## config.mk

```make
export PLATFORM = sky130hd
export DESIGN_NAME = waypoint_route_sequencer_flat
export DESIGN_NICKNAME = d
export VERILOG_FILES = /design/src/rtl/wrs_pkg.sv /design/src/rtl/wrs_if.sv /design/src/rtl/wrs_step_unit.sv /design/src/rtl/waypoint_route_sequencer.sv /design/src/flat_wrapper.sv
export SDC_FILE = /design/constraint.sdc
export NUM_CORES = 1
export LEC_CHECK = 0
export BUFFER_PORTS_ARGS = -buffer_cell sky130_fd_sc_hd__buf_2
export CAP_MARGIN = 5
export CORE_MARGIN = 5
export CORE_UTILIZATION = 40
export DETAILED_ROUTE_END_ITERATION = 8
export GPL_TIMING_DRIVEN = 0
export SLEW_MARGIN = 20
export SYNTH_ARGS = -nofsm -noshare
export SYNTH_HDL_FRONTEND = slang
export SYNTH_HIERARCHICAL = 1
export SYNTH_SLANG_ARGS = --single-unit
export TNS_END_PERCENT = 5
```

## constraint.sdc

```tcl
create_clock -name clk -period 12.3 [get_ports clk]
set_input_delay 3.69 -clock clk [delete_from_list [all_inputs] [get_ports clk]]
set_output_delay 3.69 -clock clk [all_outputs]
set_load 0.05 [all_outputs]
```

## src/rtl/wrs_pkg.sv

```systemverilog
package wrs_pkg;

  // Position and route length never exceed 31: the length register is 5 bits.
  localparam int POS_W   = 5;
  localparam int SLOT_W  = 4;
  localparam int TICK_W  = 32;
  localparam int TOUT_W  = 16;
  localparam int RETRY_W = 8;
  localparam int CFG_IDX_W  = 2;
  localparam int CFG_DATA_W = 16;

  localparam logic [RETRY_W-1:0] RETRY_MAX = '1;

  typedef enum logic [3:0] {
    CMD_LOAD        = 4'd0,
    CMD_ADVANCE     = 4'd1,
    CMD_MARK_RETURN = 4'd2,
    CMD_GOTO_ID     = 4'd3,
    CMD_CANCEL_RET  = 4'd4,
    CMD_SKIP        = 4'd5,
    CMD_CHECK_TOUT  = 4'd6,
    CMD_RETRY       = 4'd7,
    CMD_RESET_TIMER = 4'd8,
    CMD_RESET_RETRY = 4'd9
  } cmd_t;

  typedef enum logic [CFG_IDX_W-1:0] {
    REG_ROUTE_LENGTH = 2'd0,
    REG_LOOP_START   = 2'd1,
    REG_MOVE_TIMEOUT = 2'd2,
    REG_RETRY_LIMIT  = 2'd3
  } cfg_reg_t;

  typedef struct packed {
    logic [POS_W-1:0]   pos;
    logic [POS_W-1:0]   ret_pos;
    logic               returning;
    logic [RETRY_W-1:0] retry_cnt;
    logic               exceeded;
    logic [TICK_W-1:0]  timer_start;
  } wrs_state_t;

  typedef struct packed {
    logic [POS_W-1:0]   eff_len;
    logic [SLOT_W-1:0]  loop_start;
    logic [TOUT_W-1:0]  timeout;
    logic [RETRY_W-1:0] limit;
  } wrs_cfg_t;

  typedef struct packed {
    cmd_t              cmd;
    logic [TICK_W-1:0] now;
    logic              found;
    logic [POS_W-1:0]  found_idx;
  } wrs_ctx_t;

  typedef struct packed {
    wrs_state_t st;
    logic       timed_out;
  } wrs_result_t;

endpackage

```

## src/rtl/wrs_if.sv

```systemverilog
interface wrs_in_if #(
  parameter int ID_BITS = 8
);
  logic                          valid;
  logic                          ready;
  logic [3:0]                    command;
  logic [wrs_pkg::SLOT_W-1:0]    entry_slot;
  logic [ID_BITS-1:0]            waypoint_id;
  logic [wrs_pkg::TICK_W-1:0]    now_ticks;

  modport source (output valid, command, entry_slot, waypoint_id, now_ticks, input ready);
  modport sink   (input valid, command, entry_slot, waypoint_id, now_ticks, output ready);
endinterface

interface wrs_out_if #(
  parameter int ID_BITS = 8
);
  logic                          valid;
  logic                          ready;
  logic [ID_BITS-1:0]            target_id;
  logic [wrs_pkg::SLOT_W-1:0]    target_slot;
  logic [wrs_pkg::RETRY_W-1:0]   retries;
  logic                          retries_over;
  logic                          return_pending;
  logic                          timed_out;

  modport source (output valid, target_id, target_slot, retries, retries_over,
                  return_pending, timed_out, input ready);
  modport sink   (input valid, target_id, target_slot, retries, retries_over,
                  return_pending, timed_out, output ready);
endinterface

```

## src/rtl/wrs_step_unit.sv

```systemverilog
module wrs_step_unit (
  input  wrs_pkg::wrs_state_t  cur,
  input  wrs_pkg::wrs_cfg_t    cfg,
  input  wrs_pkg::wrs_ctx_t    ctx,
  output wrs_pkg::wrs_result_t res
);
  import wrs_pkg::*;

  logic [POS_W:0]     pos_inc;
  logic [TICK_W-1:0]  start_eff;
  logic [TICK_W-1:0]  elapsed;
  logic [RETRY_W-1:0] retry_inc;
  wrs_state_t         adv;

  // Advance: go back to the marked position if one is pending, else step and wrap.
  always_comb begin
    pos_inc = {1'b0, cur.pos} + {{POS_W{1'b0}}, 1'b1};
    adv     = cur;
    if (cur.returning) begin
      adv.pos       = cur.ret_pos;
      adv.returning = 1'b0;
      adv.ret_pos   = '0;
    end else begin
      adv.pos = (pos_inc >= {1'b0, cfg.eff_len}) ? POS_W'(cfg.loop_start) : pos_inc[POS_W-1:0];
      adv.retry_cnt   = '0;
      adv.exceeded    = 1'b0;
      adv.timer_start = ctx.now;
    end
  end

  always_comb begin
    start_eff = (cur.timer_start == '0) ? ctx.now : cur.timer_start;
    elapsed   = ctx.now - start_eff;
    retry_inc = (cur.retry_cnt == RETRY_MAX) ? cur.retry_cnt : cur.retry_cnt + 1'b1;

    res.st        = cur;
    res.timed_out = 1'b0;
    case (ctx.cmd)
      CMD_ADVANCE: begin
        res.st = adv;
      end
      CMD_MARK_RETURN: begin
        if (cur.pos != '0) begin
          res.st.ret_pos   = cur.pos - 1'b1;
          res.st.returning = 1'b1;
        end
      end
      CMD_GOTO_ID: begin
        if (ctx.found) begin
          res.st.pos         = ctx.found_idx;
          res.st.retry_cnt   = '0;
          res.st.exceeded    = 1'b0;
          res.st.returning   = 1'b0;
          res.st.ret_pos     = '0;
          res.st.timer_start = ctx.now;
        end
      end
      CMD_CANCEL_RET: begin
        res.st.returning = 1'b0;
        res.st.ret_pos   = '0;
      end
      CMD_SKIP: begin
        res.st           = adv;
        res.st.retry_cnt = '0;
        res.st.exceeded  = 1'b0;
      end
      CMD_CHECK_TOUT: begin
        res.st.timer_start = start_eff;
        res.timed_out      = elapsed > {{(TICK_W-TOUT_W){1'b0}}, cfg.timeout};
      end
      CMD_RETRY: begin
        res.st.retry_cnt   = retry_inc;
        res.st.exceeded    = cur.exceeded | (retry_inc >= cfg.limit);
        res.st.timer_start = ctx.now;
      end
      CMD_RESET_TIMER: begin
        res.st.timer_start = ctx.now;
      end
      CMD_RESET_RETRY: begin
        res.st.retry_cnt = '0;
        res.st.exceeded  = 1'b0;
      end
      default: begin
        res.st = cur;
      end
    endcase
  end

endmodule

```

## src/rtl/waypoint_route_sequencer.sv

```systemverilog
// Channel   Dir  Transaction                                   Handshake
// in_ch     in   command, entry_slot, waypoint_id, now_ticks    valid/ready
// out_ch    out  target_id, target_slot, retries, flags         valid/ready
// cfg_*     in   register index and write data                  cfg_we, no wait
//
// An event passes accept, execute and table read; goto id first scans the
// route up to the effective route length, one table entry compared per cycle
// through the single read port of the route memory.
// Reset is synchronous, active low; the route memory is not cleared.
// in_ch is ready only while the sequencer is idle and out of reset; a result
// waiting on out_ch does not block the next transaction, only the one after it.
module waypoint_route_sequencer #(
  parameter int ROUTE_DEPTH = 16,
  parameter int ID_BITS     = 8
) (
  input  logic                           clk,
  input  logic                           rst_n,
  wrs_in_if.sink                         in_ch,
  wrs_out_if.source                      out_ch,
  input  logic                           cfg_we,
  input  logic [wrs_pkg::CFG_IDX_W-1:0]  cfg_idx,
  input  logic [wrs_pkg::CFG_DATA_W-1:0] cfg_wdata
);
  import wrs_pkg::*;

  localparam int IDX_W = (ROUTE_DEPTH > 1) ? $clog2(ROUTE_DEPTH) : 1;

  typedef enum logic [3:0] {
    S_IDLE  = 4'b0001,
    S_SCAN  = 4'b0010,
    S_EXEC  = 4'b0100,
    S_FETCH = 4'b1000
  } state_t;

  state_t state_r, state_nxt;

  // Configuration registers
  logic [POS_W-1:0]   route_len_r;
  logic [SLOT_W-1:0]  loop_start_r;
  logic [TOUT_W-1:0]  move_tout_r;
  logic [RETRY_W-1:0] retry_limit_r;

  // Architectural state
  wrs_state_t st_r;

  // Latched transaction
  cmd_t               cmd_r;
  logic [ID_BITS-1:0] id_r;
  logic [TICK_W-1:0]  now_r;

  // Goto-id search
  logic [POS_W-1:0]   scan_idx_r, scan_idx_nxt;
  logic [POS_W-1:0]   cmp_idx_r, cmp_idx_nxt;
  logic               cmp_vld_r, cmp_vld_nxt;
  logic               found_r, found_nxt;
  logic [POS_W-1:0]   found_idx_r, found_idx_nxt;

  // Route memory
  logic [ID_BITS-1:0] route_mem [ROUTE_DEPTH];
  logic [ID_BITS-1:0] rd_q_r;
  logic               rd_en;
  logic [IDX_W-1:0]   rd_addr;

  // Result register
  logic               out_valid_r;
  logic [ID_BITS-1:0] out_id_r;
  logic [SLOT_W-1:0]  out_slot_r;
  logic [RETRY_W-1:0] out_retries_r;
  logic               out_over_r;
  logic               out_ret_r;
  logic               out_tout_r;
  logic               timed_out_r;

  logic               in_fire;
  logic               out_load;
  logic [POS_W-1:0]   eff_len;
  logic               scan_hit;
  logic               in_range;

  wrs_cfg_t    cfg;
  wrs_ctx_t    ctx;
  wrs_result_t step_res;

  // Effective length is the smaller of the register and the table depth.
  assign eff_len = (32'(route_len_r) < ROUTE_DEPTH) ? route_len_r : POS_W'(ROUTE_DEPTH);

  // Hold off the input while in reset so no transaction is dropped there.
  assign in_ch.ready = (state_r == S_IDLE) && rst_n;
  assign in_fire     = in_ch.valid && in_ch.ready;

  assign cfg.eff_len    = eff_len;
  assign cfg.loop_start = loop_start_r;
  assign cfg.timeout    = move_tout_r;
  assign cfg.limit      = retry_limit_r;

  assign ctx.cmd       = cmd_r;
  assign ctx.now       = now_r;
  assign ctx.found     = found_r;
  assign ctx.found_idx = found_idx_r;

  wrs_step_unit u_step (
    .cur (st_r),
    .cfg (cfg),
    .ctx (ctx),
    .res (step_res)
  );

  // A compare lands in the cycle after its read was issued.
  assign scan_hit = cmp_vld_r && (rd_q_r == id_r);
  assign in_range = st_r.pos < eff_len;

  // Hold the result until taken; load the next one only into a free slot.
  assign out_load = (state_r == S_FETCH) && (!out_valid_r || out_ch.ready);

  always_comb begin
    state_nxt     = state_r;
    scan_idx_nxt  = scan_idx_r;
    cmp_idx_nxt   = cmp_idx_r;
    cmp_vld_nxt   = 1'b0;
    found_nxt     = found_r;
    found_idx_nxt = found_idx_r;
    rd_en         = 1'b0;
    rd_addr       = '0;
    case (state_r)
      S_IDLE: begin
        if (in_fire) begin
          scan_idx_nxt = '0;
          found_nxt    = 1'b0;
          state_nxt    = (cmd_t'(in_ch.command) == CMD_GOTO_ID) ? S_SCAN : S_EXEC;
        end
      end
      S_SCAN: begin
        if (scan_hit) begin
          found_nxt     = 1'b1;
          found_idx_nxt = cmp_idx_r;
          state_nxt     = S_EXEC;
        end else if (scan_idx_r >= eff_len) begin
          state_nxt = S_EXEC;
        end else begin
          rd_en        = 1'b1;
          rd_addr      = IDX_W'(scan_idx_r);
          cmp_vld_nxt  = 1'b1;
          cmp_idx_nxt  = scan_idx_r;
          scan_idx_nxt = scan_idx_r + 1'b1;
        end
      end
      S_EXEC: begin
        // Read the entry at the new position for the report.
        rd_en     = 1'b1;
        rd_addr   = IDX_W'(step_res.st.pos);
        state_nxt = S_FETCH;
      end
      S_FETCH: begin
        if (out_load) begin
          state_nxt = S_IDLE;
        end
      end
      default: begin
        state_nxt = S_IDLE;
      end
    endcase
  end

  always_ff @(posedge clk) begin
    if (!rst_n) begin
      state_r     <= S_IDLE;
      cmp_vld_r   <= 1'b0;
      out_valid_r <= 1'b0;
      st_r        <= '0;
      route_len_r   <= '0;
      loop_start_r  <= '0;
      move_tout_r   <= TOUT_W'(10000);
      retry_limit_r <= RETRY_W'(10);
    end else begin
      state_r   <= state_nxt;
      cmp_vld_r <= cmp_vld_nxt;
      if (state_r == S_EXEC) begin
        st_r <= step_res.st;
      end
      if (out_load) begin
        out_valid_r <= 1'b1;
      end else if (out_ch.ready) begin
        out_valid_r <= 1'b0;
      end
      if (cfg_we) begin
        case (cfg_reg_t'(cfg_idx))
          REG_ROUTE_LENGTH: route_len_r   <= cfg_wdata[POS_W-1:0];
          REG_LOOP_START:   loop_start_r  <= cfg_wdata[SLOT_W-1:0];
          REG_MOVE_TIMEOUT: move_tout_r   <= cfg_wdata[TOUT_W-1:0];
          REG_RETRY_LIMIT:  retry_limit_r <= cfg_wdata[RETRY_W-1:0];
          default: begin
          end
        endcase
      end
    end
  end

  // Payload registers
  always_ff @(posedge clk) begin
    scan_idx_r  <= scan_idx_nxt;
    cmp_idx_r   <= cmp_idx_nxt;
    found_r     <= found_nxt;
    found_idx_r <= found_idx_nxt;
    if (in_fire) begin
      cmd_r <= cmd_t'(in_ch.command);
      id_r  <= in_ch.waypoint_id;
      now_r <= in_ch.now_ticks;
    end
    if (state_r == S_EXEC) begin
      timed_out_r <= step_res.timed_out;
    end
    if (out_load) begin
      out_id_r      <= in_range ? rd_q_r : '0;
      out_slot_r    <= st_r.pos[SLOT_W-1:0];
      out_retries_r <= st_r.retry_cnt;
      out_over_r    <= st_r.exceeded;
      out_ret_r     <= st_r.returning;
      out_tout_r    <= timed_out_r;
    end
  end

  // Route memory: load writes at accept, slots beyond the depth are dropped.
  always_ff @(posedge clk) begin
    if (in_fire && (cmd_t'(in_ch.command) == CMD_LOAD) &&
        (32'(in_ch.entry_slot) < ROUTE_DEPTH)) begin
      route_mem[IDX_W'(in_ch.entry_slot)] <= in_ch.waypoint_id;
    end
    if (rd_en) begin
      rd_q_r <= route_mem[rd_addr];
    end
  end

  assign out_ch.valid          = out_valid_r;
  assign out_ch.target_id      = out_id_r;
  assign out_ch.target_slot    = out_slot_r;
  assign out_ch.retries        = out_retries_r;
  assign out_ch.retries_over   = out_over_r;
  assign out_ch.return_pending = out_ret_r;
  assign out_ch.timed_out      = out_tout_r;

endmodule

```

## src/flat_wrapper.sv

```systemverilog
// flat-port wrapper written by rule: the top's interface ports become plain ports
module waypoint_route_sequencer_flat import wrs_pkg::*;
#(
  parameter int ROUTE_DEPTH = 16,
  parameter int ID_BITS     = 8
)
  (clk, rst_n, cfg_we, cfg_idx, cfg_wdata, in_ch_valid, in_ch_command, in_ch_entry_slot, in_ch_waypoint_id, in_ch_now_ticks, in_ch_ready, out_ch_valid, out_ch_target_id, out_ch_target_slot, out_ch_retries, out_ch_retries_over, out_ch_return_pending, out_ch_timed_out, out_ch_ready);
  wrs_in_if #(.ID_BITS(ID_BITS)) in_ch_i ();
  wrs_out_if #(.ID_BITS(ID_BITS)) out_ch_i ();
  input  logic clk;
  input  logic rst_n;
  input  logic cfg_we;
  input  logic [wrs_pkg::CFG_IDX_W-1:0] cfg_idx;
  input  logic [wrs_pkg::CFG_DATA_W-1:0] cfg_wdata;
  input wire logic [$bits(in_ch_i.valid)-1:0] in_ch_valid;
  input wire logic [$bits(in_ch_i.command)-1:0] in_ch_command;
  input wire logic [$bits(in_ch_i.entry_slot)-1:0] in_ch_entry_slot;
  input wire logic [$bits(in_ch_i.waypoint_id)-1:0] in_ch_waypoint_id;
  input wire logic [$bits(in_ch_i.now_ticks)-1:0] in_ch_now_ticks;
  output wire logic [$bits(in_ch_i.ready)-1:0] in_ch_ready;
  output wire logic [$bits(out_ch_i.valid)-1:0] out_ch_valid;
  output wire logic [$bits(out_ch_i.target_id)-1:0] out_ch_target_id;
  output wire logic [$bits(out_ch_i.target_slot)-1:0] out_ch_target_slot;
  output wire logic [$bits(out_ch_i.retries)-1:0] out_ch_retries;
  output wire logic [$bits(out_ch_i.retries_over)-1:0] out_ch_retries_over;
  output wire logic [$bits(out_ch_i.return_pending)-1:0] out_ch_return_pending;
  output wire logic [$bits(out_ch_i.timed_out)-1:0] out_ch_timed_out;
  input wire logic [$bits(out_ch_i.ready)-1:0] out_ch_ready;
  assign in_ch_i.valid = in_ch_valid;
  assign in_ch_i.command = in_ch_command;
  assign in_ch_i.entry_slot = in_ch_entry_slot;
  assign in_ch_i.waypoint_id = in_ch_waypoint_id;
  assign in_ch_i.now_ticks = in_ch_now_ticks;
  assign in_ch_ready = in_ch_i.ready;
  assign out_ch_valid = out_ch_i.valid;
  assign out_ch_target_id = out_ch_i.target_id;
  assign out_ch_target_slot = out_ch_i.target_slot;
  assign out_ch_retries = out_ch_i.retries;
  assign out_ch_retries_over = out_ch_i.retries_over;
  assign out_ch_return_pending = out_ch_i.return_pending;
  assign out_ch_timed_out = out_ch_i.timed_out;
  assign out_ch_i.ready = out_ch_ready;
  waypoint_route_sequencer #(.ROUTE_DEPTH(ROUTE_DEPTH), .ID_BITS(ID_BITS)) u_core (.clk(clk), .rst_n(rst_n), .in_ch(in_ch_i), .out_ch(out_ch_i), .cfg_we(cfg_we), .cfg_idx(cfg_idx), .cfg_wdata(cfg_wdata));
endmodule
```

==> results.cfg <==
[status]
status = finished clean

[logic_synthesis]
synthFlopType = edfxtp_1
synth-seq-area-share = 0.5332
synthArstFlopShare = 0
syn_nets = 1596
post_synth_num_cell_types = 79
synth_seq_cells = 311
synth_area_per_cell_um2 = 10.89
synth_area_um2 = 15810
synth.yosys.warnings = 6
synth_edf_count = 220
syn_inst = 1451

[critical_path]
reg2reg_from = u_core/st_r[25]$_SDFFE_PN0P_
end_kind = output pin
path_max_fanout = 10
startpoint_type = input port
r2r_slack_ps = 5840
crit_type = in -> out
rr_worst_depth = 23
worstPathArrival_ps = 5340
r2r-end = u_core/timed_out_r$_DFFE_PP_
required_ps = 8610

[min_path]
hold_end = u_core/found_idx_r[0]$_DFFE_PP_
hp-class = reg -> reg
hold_path.startpoint = u_core/cmp_idx_r[0]$_DFFE_PP_
hold_depth = 0

[power]
vdd_drop_max_mv = 0.1224
leakage_nw = 6.438
p_per_area_nw_per_um2 = 154.8
power_mw = 2.806

[floorplanning]
core_um2 = 38920
start_util = 0.4062
dieHeight_um = 208.8
io_pins = 96
fp.dieW_um = 208.8
die_area_um2 = 43600
rows = 72

[clock_network]
htree_levels = 2
numCtsBuffers = 37
insertion_delay_ps = 560
clockBufferDepth = 3
cts_tree = done
post_cts_buffers = 0
cts.sinks = 311
cts-hold-fix-buffers = 0
cts_root_buf = clkbuf_16
cts-resized-gates = 0
path_clk_slew_ps = 50

[timing]
timing.final.crit_share = 0.7343
max_slew_margin = 0.4232
setup_tns_ps = 0
finalMaxSlewViolations = 0
tightest_slew_ps = 858.0
fin_crit_ps = 9032
skew_ps = 21.16
finalHoldViolCount = 0
fmax_ghz = 0.1107
rsz0062_at_grt = no
finalSetupViolCount = 0

[placement]
port-buffer-count = 95
post-dp-hpwl_um = 29700
gp_congestion = 0.8667

[route]
wl_per_cell_um = 18.91
vias = 11420
first_pass_iters = 5
viasPerCell = 5.360
postRouteAntennaNets = 0
drc = 0
wirelength_um = 40280
drt_iter0_drc = 759

[final_layout]
drive_above_1_share = 0.1414
fillCellCount = 3646
diodes = 0
syn2layout_area_growth_pct = 14.68
layout.nets = 1732

[global_route]
grt_pass1_wl_um = 63020
grt_overflow_total = 0
grt_use_total = 0.1807
antenna_found_initial = 0
grt_max_degree = 29
grt_pass1_vias = 11400

[job]
drv_cap = 0
## through the flow
step / util / std cells / instance area [um2] / worst slack, ps / hold slack, ps
4_1_cts: 0.4656 / 2130 / 18120 / 3250 / 417.0
6_report: 0.4658 / 2130 / 18130 / 3268 / 417.2
2_1_floorplan: - / 1451 / 15810 / 3942 / 400.3
5_1_grt: 0.4658 / 2130 / 18130 / 3146 / 419.4
3_5_place_dp: 0.4369 / 2066 / 17000 / 3244 / 404.5
3_3_place_gp: 0.4351 / 2064 / 16930 / 3271 / 402.3
## critical path, cell delays in order
cell and delay [ps]:
buf_2 90, clkbuf_1 490, clkbuf_1 590, and2_1 220
buf_2 260
## layout make-up
| cell class | count | area [um2] | area share |
|---|---|---|---|
| Tap cell | 518 | 648.1 | 0.03575 |
| Buffer | 61 | 252.7 | 0.01394 |
| Clock buffer | 47 | 983.4 | 0.05425 |
| Inverter | 54 | 202.7 | 0.01118 |
| Sequential cell | 311 | 8428 | 0.4649 |
| Clock inverter | 17 | 133.9 | 0.007385 |
| Timing Repair Buffer | 97 | 523.0 | 0.02885 |
| Multi-Input combinational cell | 1025 | 6957 | 0.3837 |
## synth_stat cells (35+ instances only)
cell,instances,share of area
a21oi_1,80,0.025
nand3_1,52,0.016
o22ai_1,35,0.014
o21ai_0,36,0.011
nand2_1,215,0.051
inv_1,54,0.013
mux2i_1,79,0.050
a21boi_0,72,0.034
edfxtp_1,220,0.42
clkbuf_1,42,0.010
dfxtp_1,91,0.12
nor2_1,61,0.014
ha_1,73,0.058
## layer usage
layer | routed length (um) | GRT usage
met4 | 1116 | 0.05806
met2 | 19510 | 0.3046
met3 | 1647 | 0.02894
met5 | 0 | 0
met1 | 18010 | 0.2398
## layout by cell type (no fill, tap or decap), drive strengths merged, types with 31 or more instances in the layout
| master | count |
|---|---|
| a21oi | 80 |
| nand3 | 52 |
| ha | 73 |
| a21boi | 73 |
| mux2 | 31 |
| mux2i | 79 |
| dfxtp | 91 |
| nor2 | 61 |
| nand2 | 215 |
| inv | 56 |
| buf | 114 |
| edfxtp | 220 |
| o21ai | 41 |
| o22ai | 35 |
| clkbuf | 91 |
## logic make-up after synthesis
logic type,after synthesis,synth area share
AOI/OAI and AO/OA,330,0.1433
and+or+nand+nor,475,0.1437
adders and majority gates,74,0.05905
DFF,311,0.5332
buffers and inverters,115,0.02881
muxes,110,0.07211
xor gates and xnor gates,36,0.01995
## worst max-delay path by stage
stage,start,end,slack [ps],depth (start not counted)
2_1_floorplan,rst_n,in_ch_ready,3940,3
3_3_place_gp,rst_n,in_ch_ready,3270,5
3_5_place_dp,rst_n,in_ch_ready,3240,5
4_1_cts,rst_n,in_ch_ready,3250,5
5_1_grt,rst_n,in_ch_ready,3150,5
6_report,rst_n,in_ch_ready,3270,5
## report_power, final
| part | internal (mW) | switching [mW] |
|---|---|---|
| Combinational | 0.246 | 0.390 |
| Clock | 0.572 | 0.432 |
| Sequential | 1.15 | 0.0196 |
| Total | 1.96 | 0.842 |
## sequential cells by signal (all words and copies together), names as in the netlist, 8 cells and up
name,count
u_core/out_ch.retries,8
u_core/id_r,8
u_core/st_r,52
u_core/out_ch.target_id,8
u_core/now_r,32
u_core/retry_limit_r,8
u_core/route_mem,128
u_core/move_tout_r,16
u_core/rd_q_r,8
Note: power is estimated with default switching activity, not from simulation.
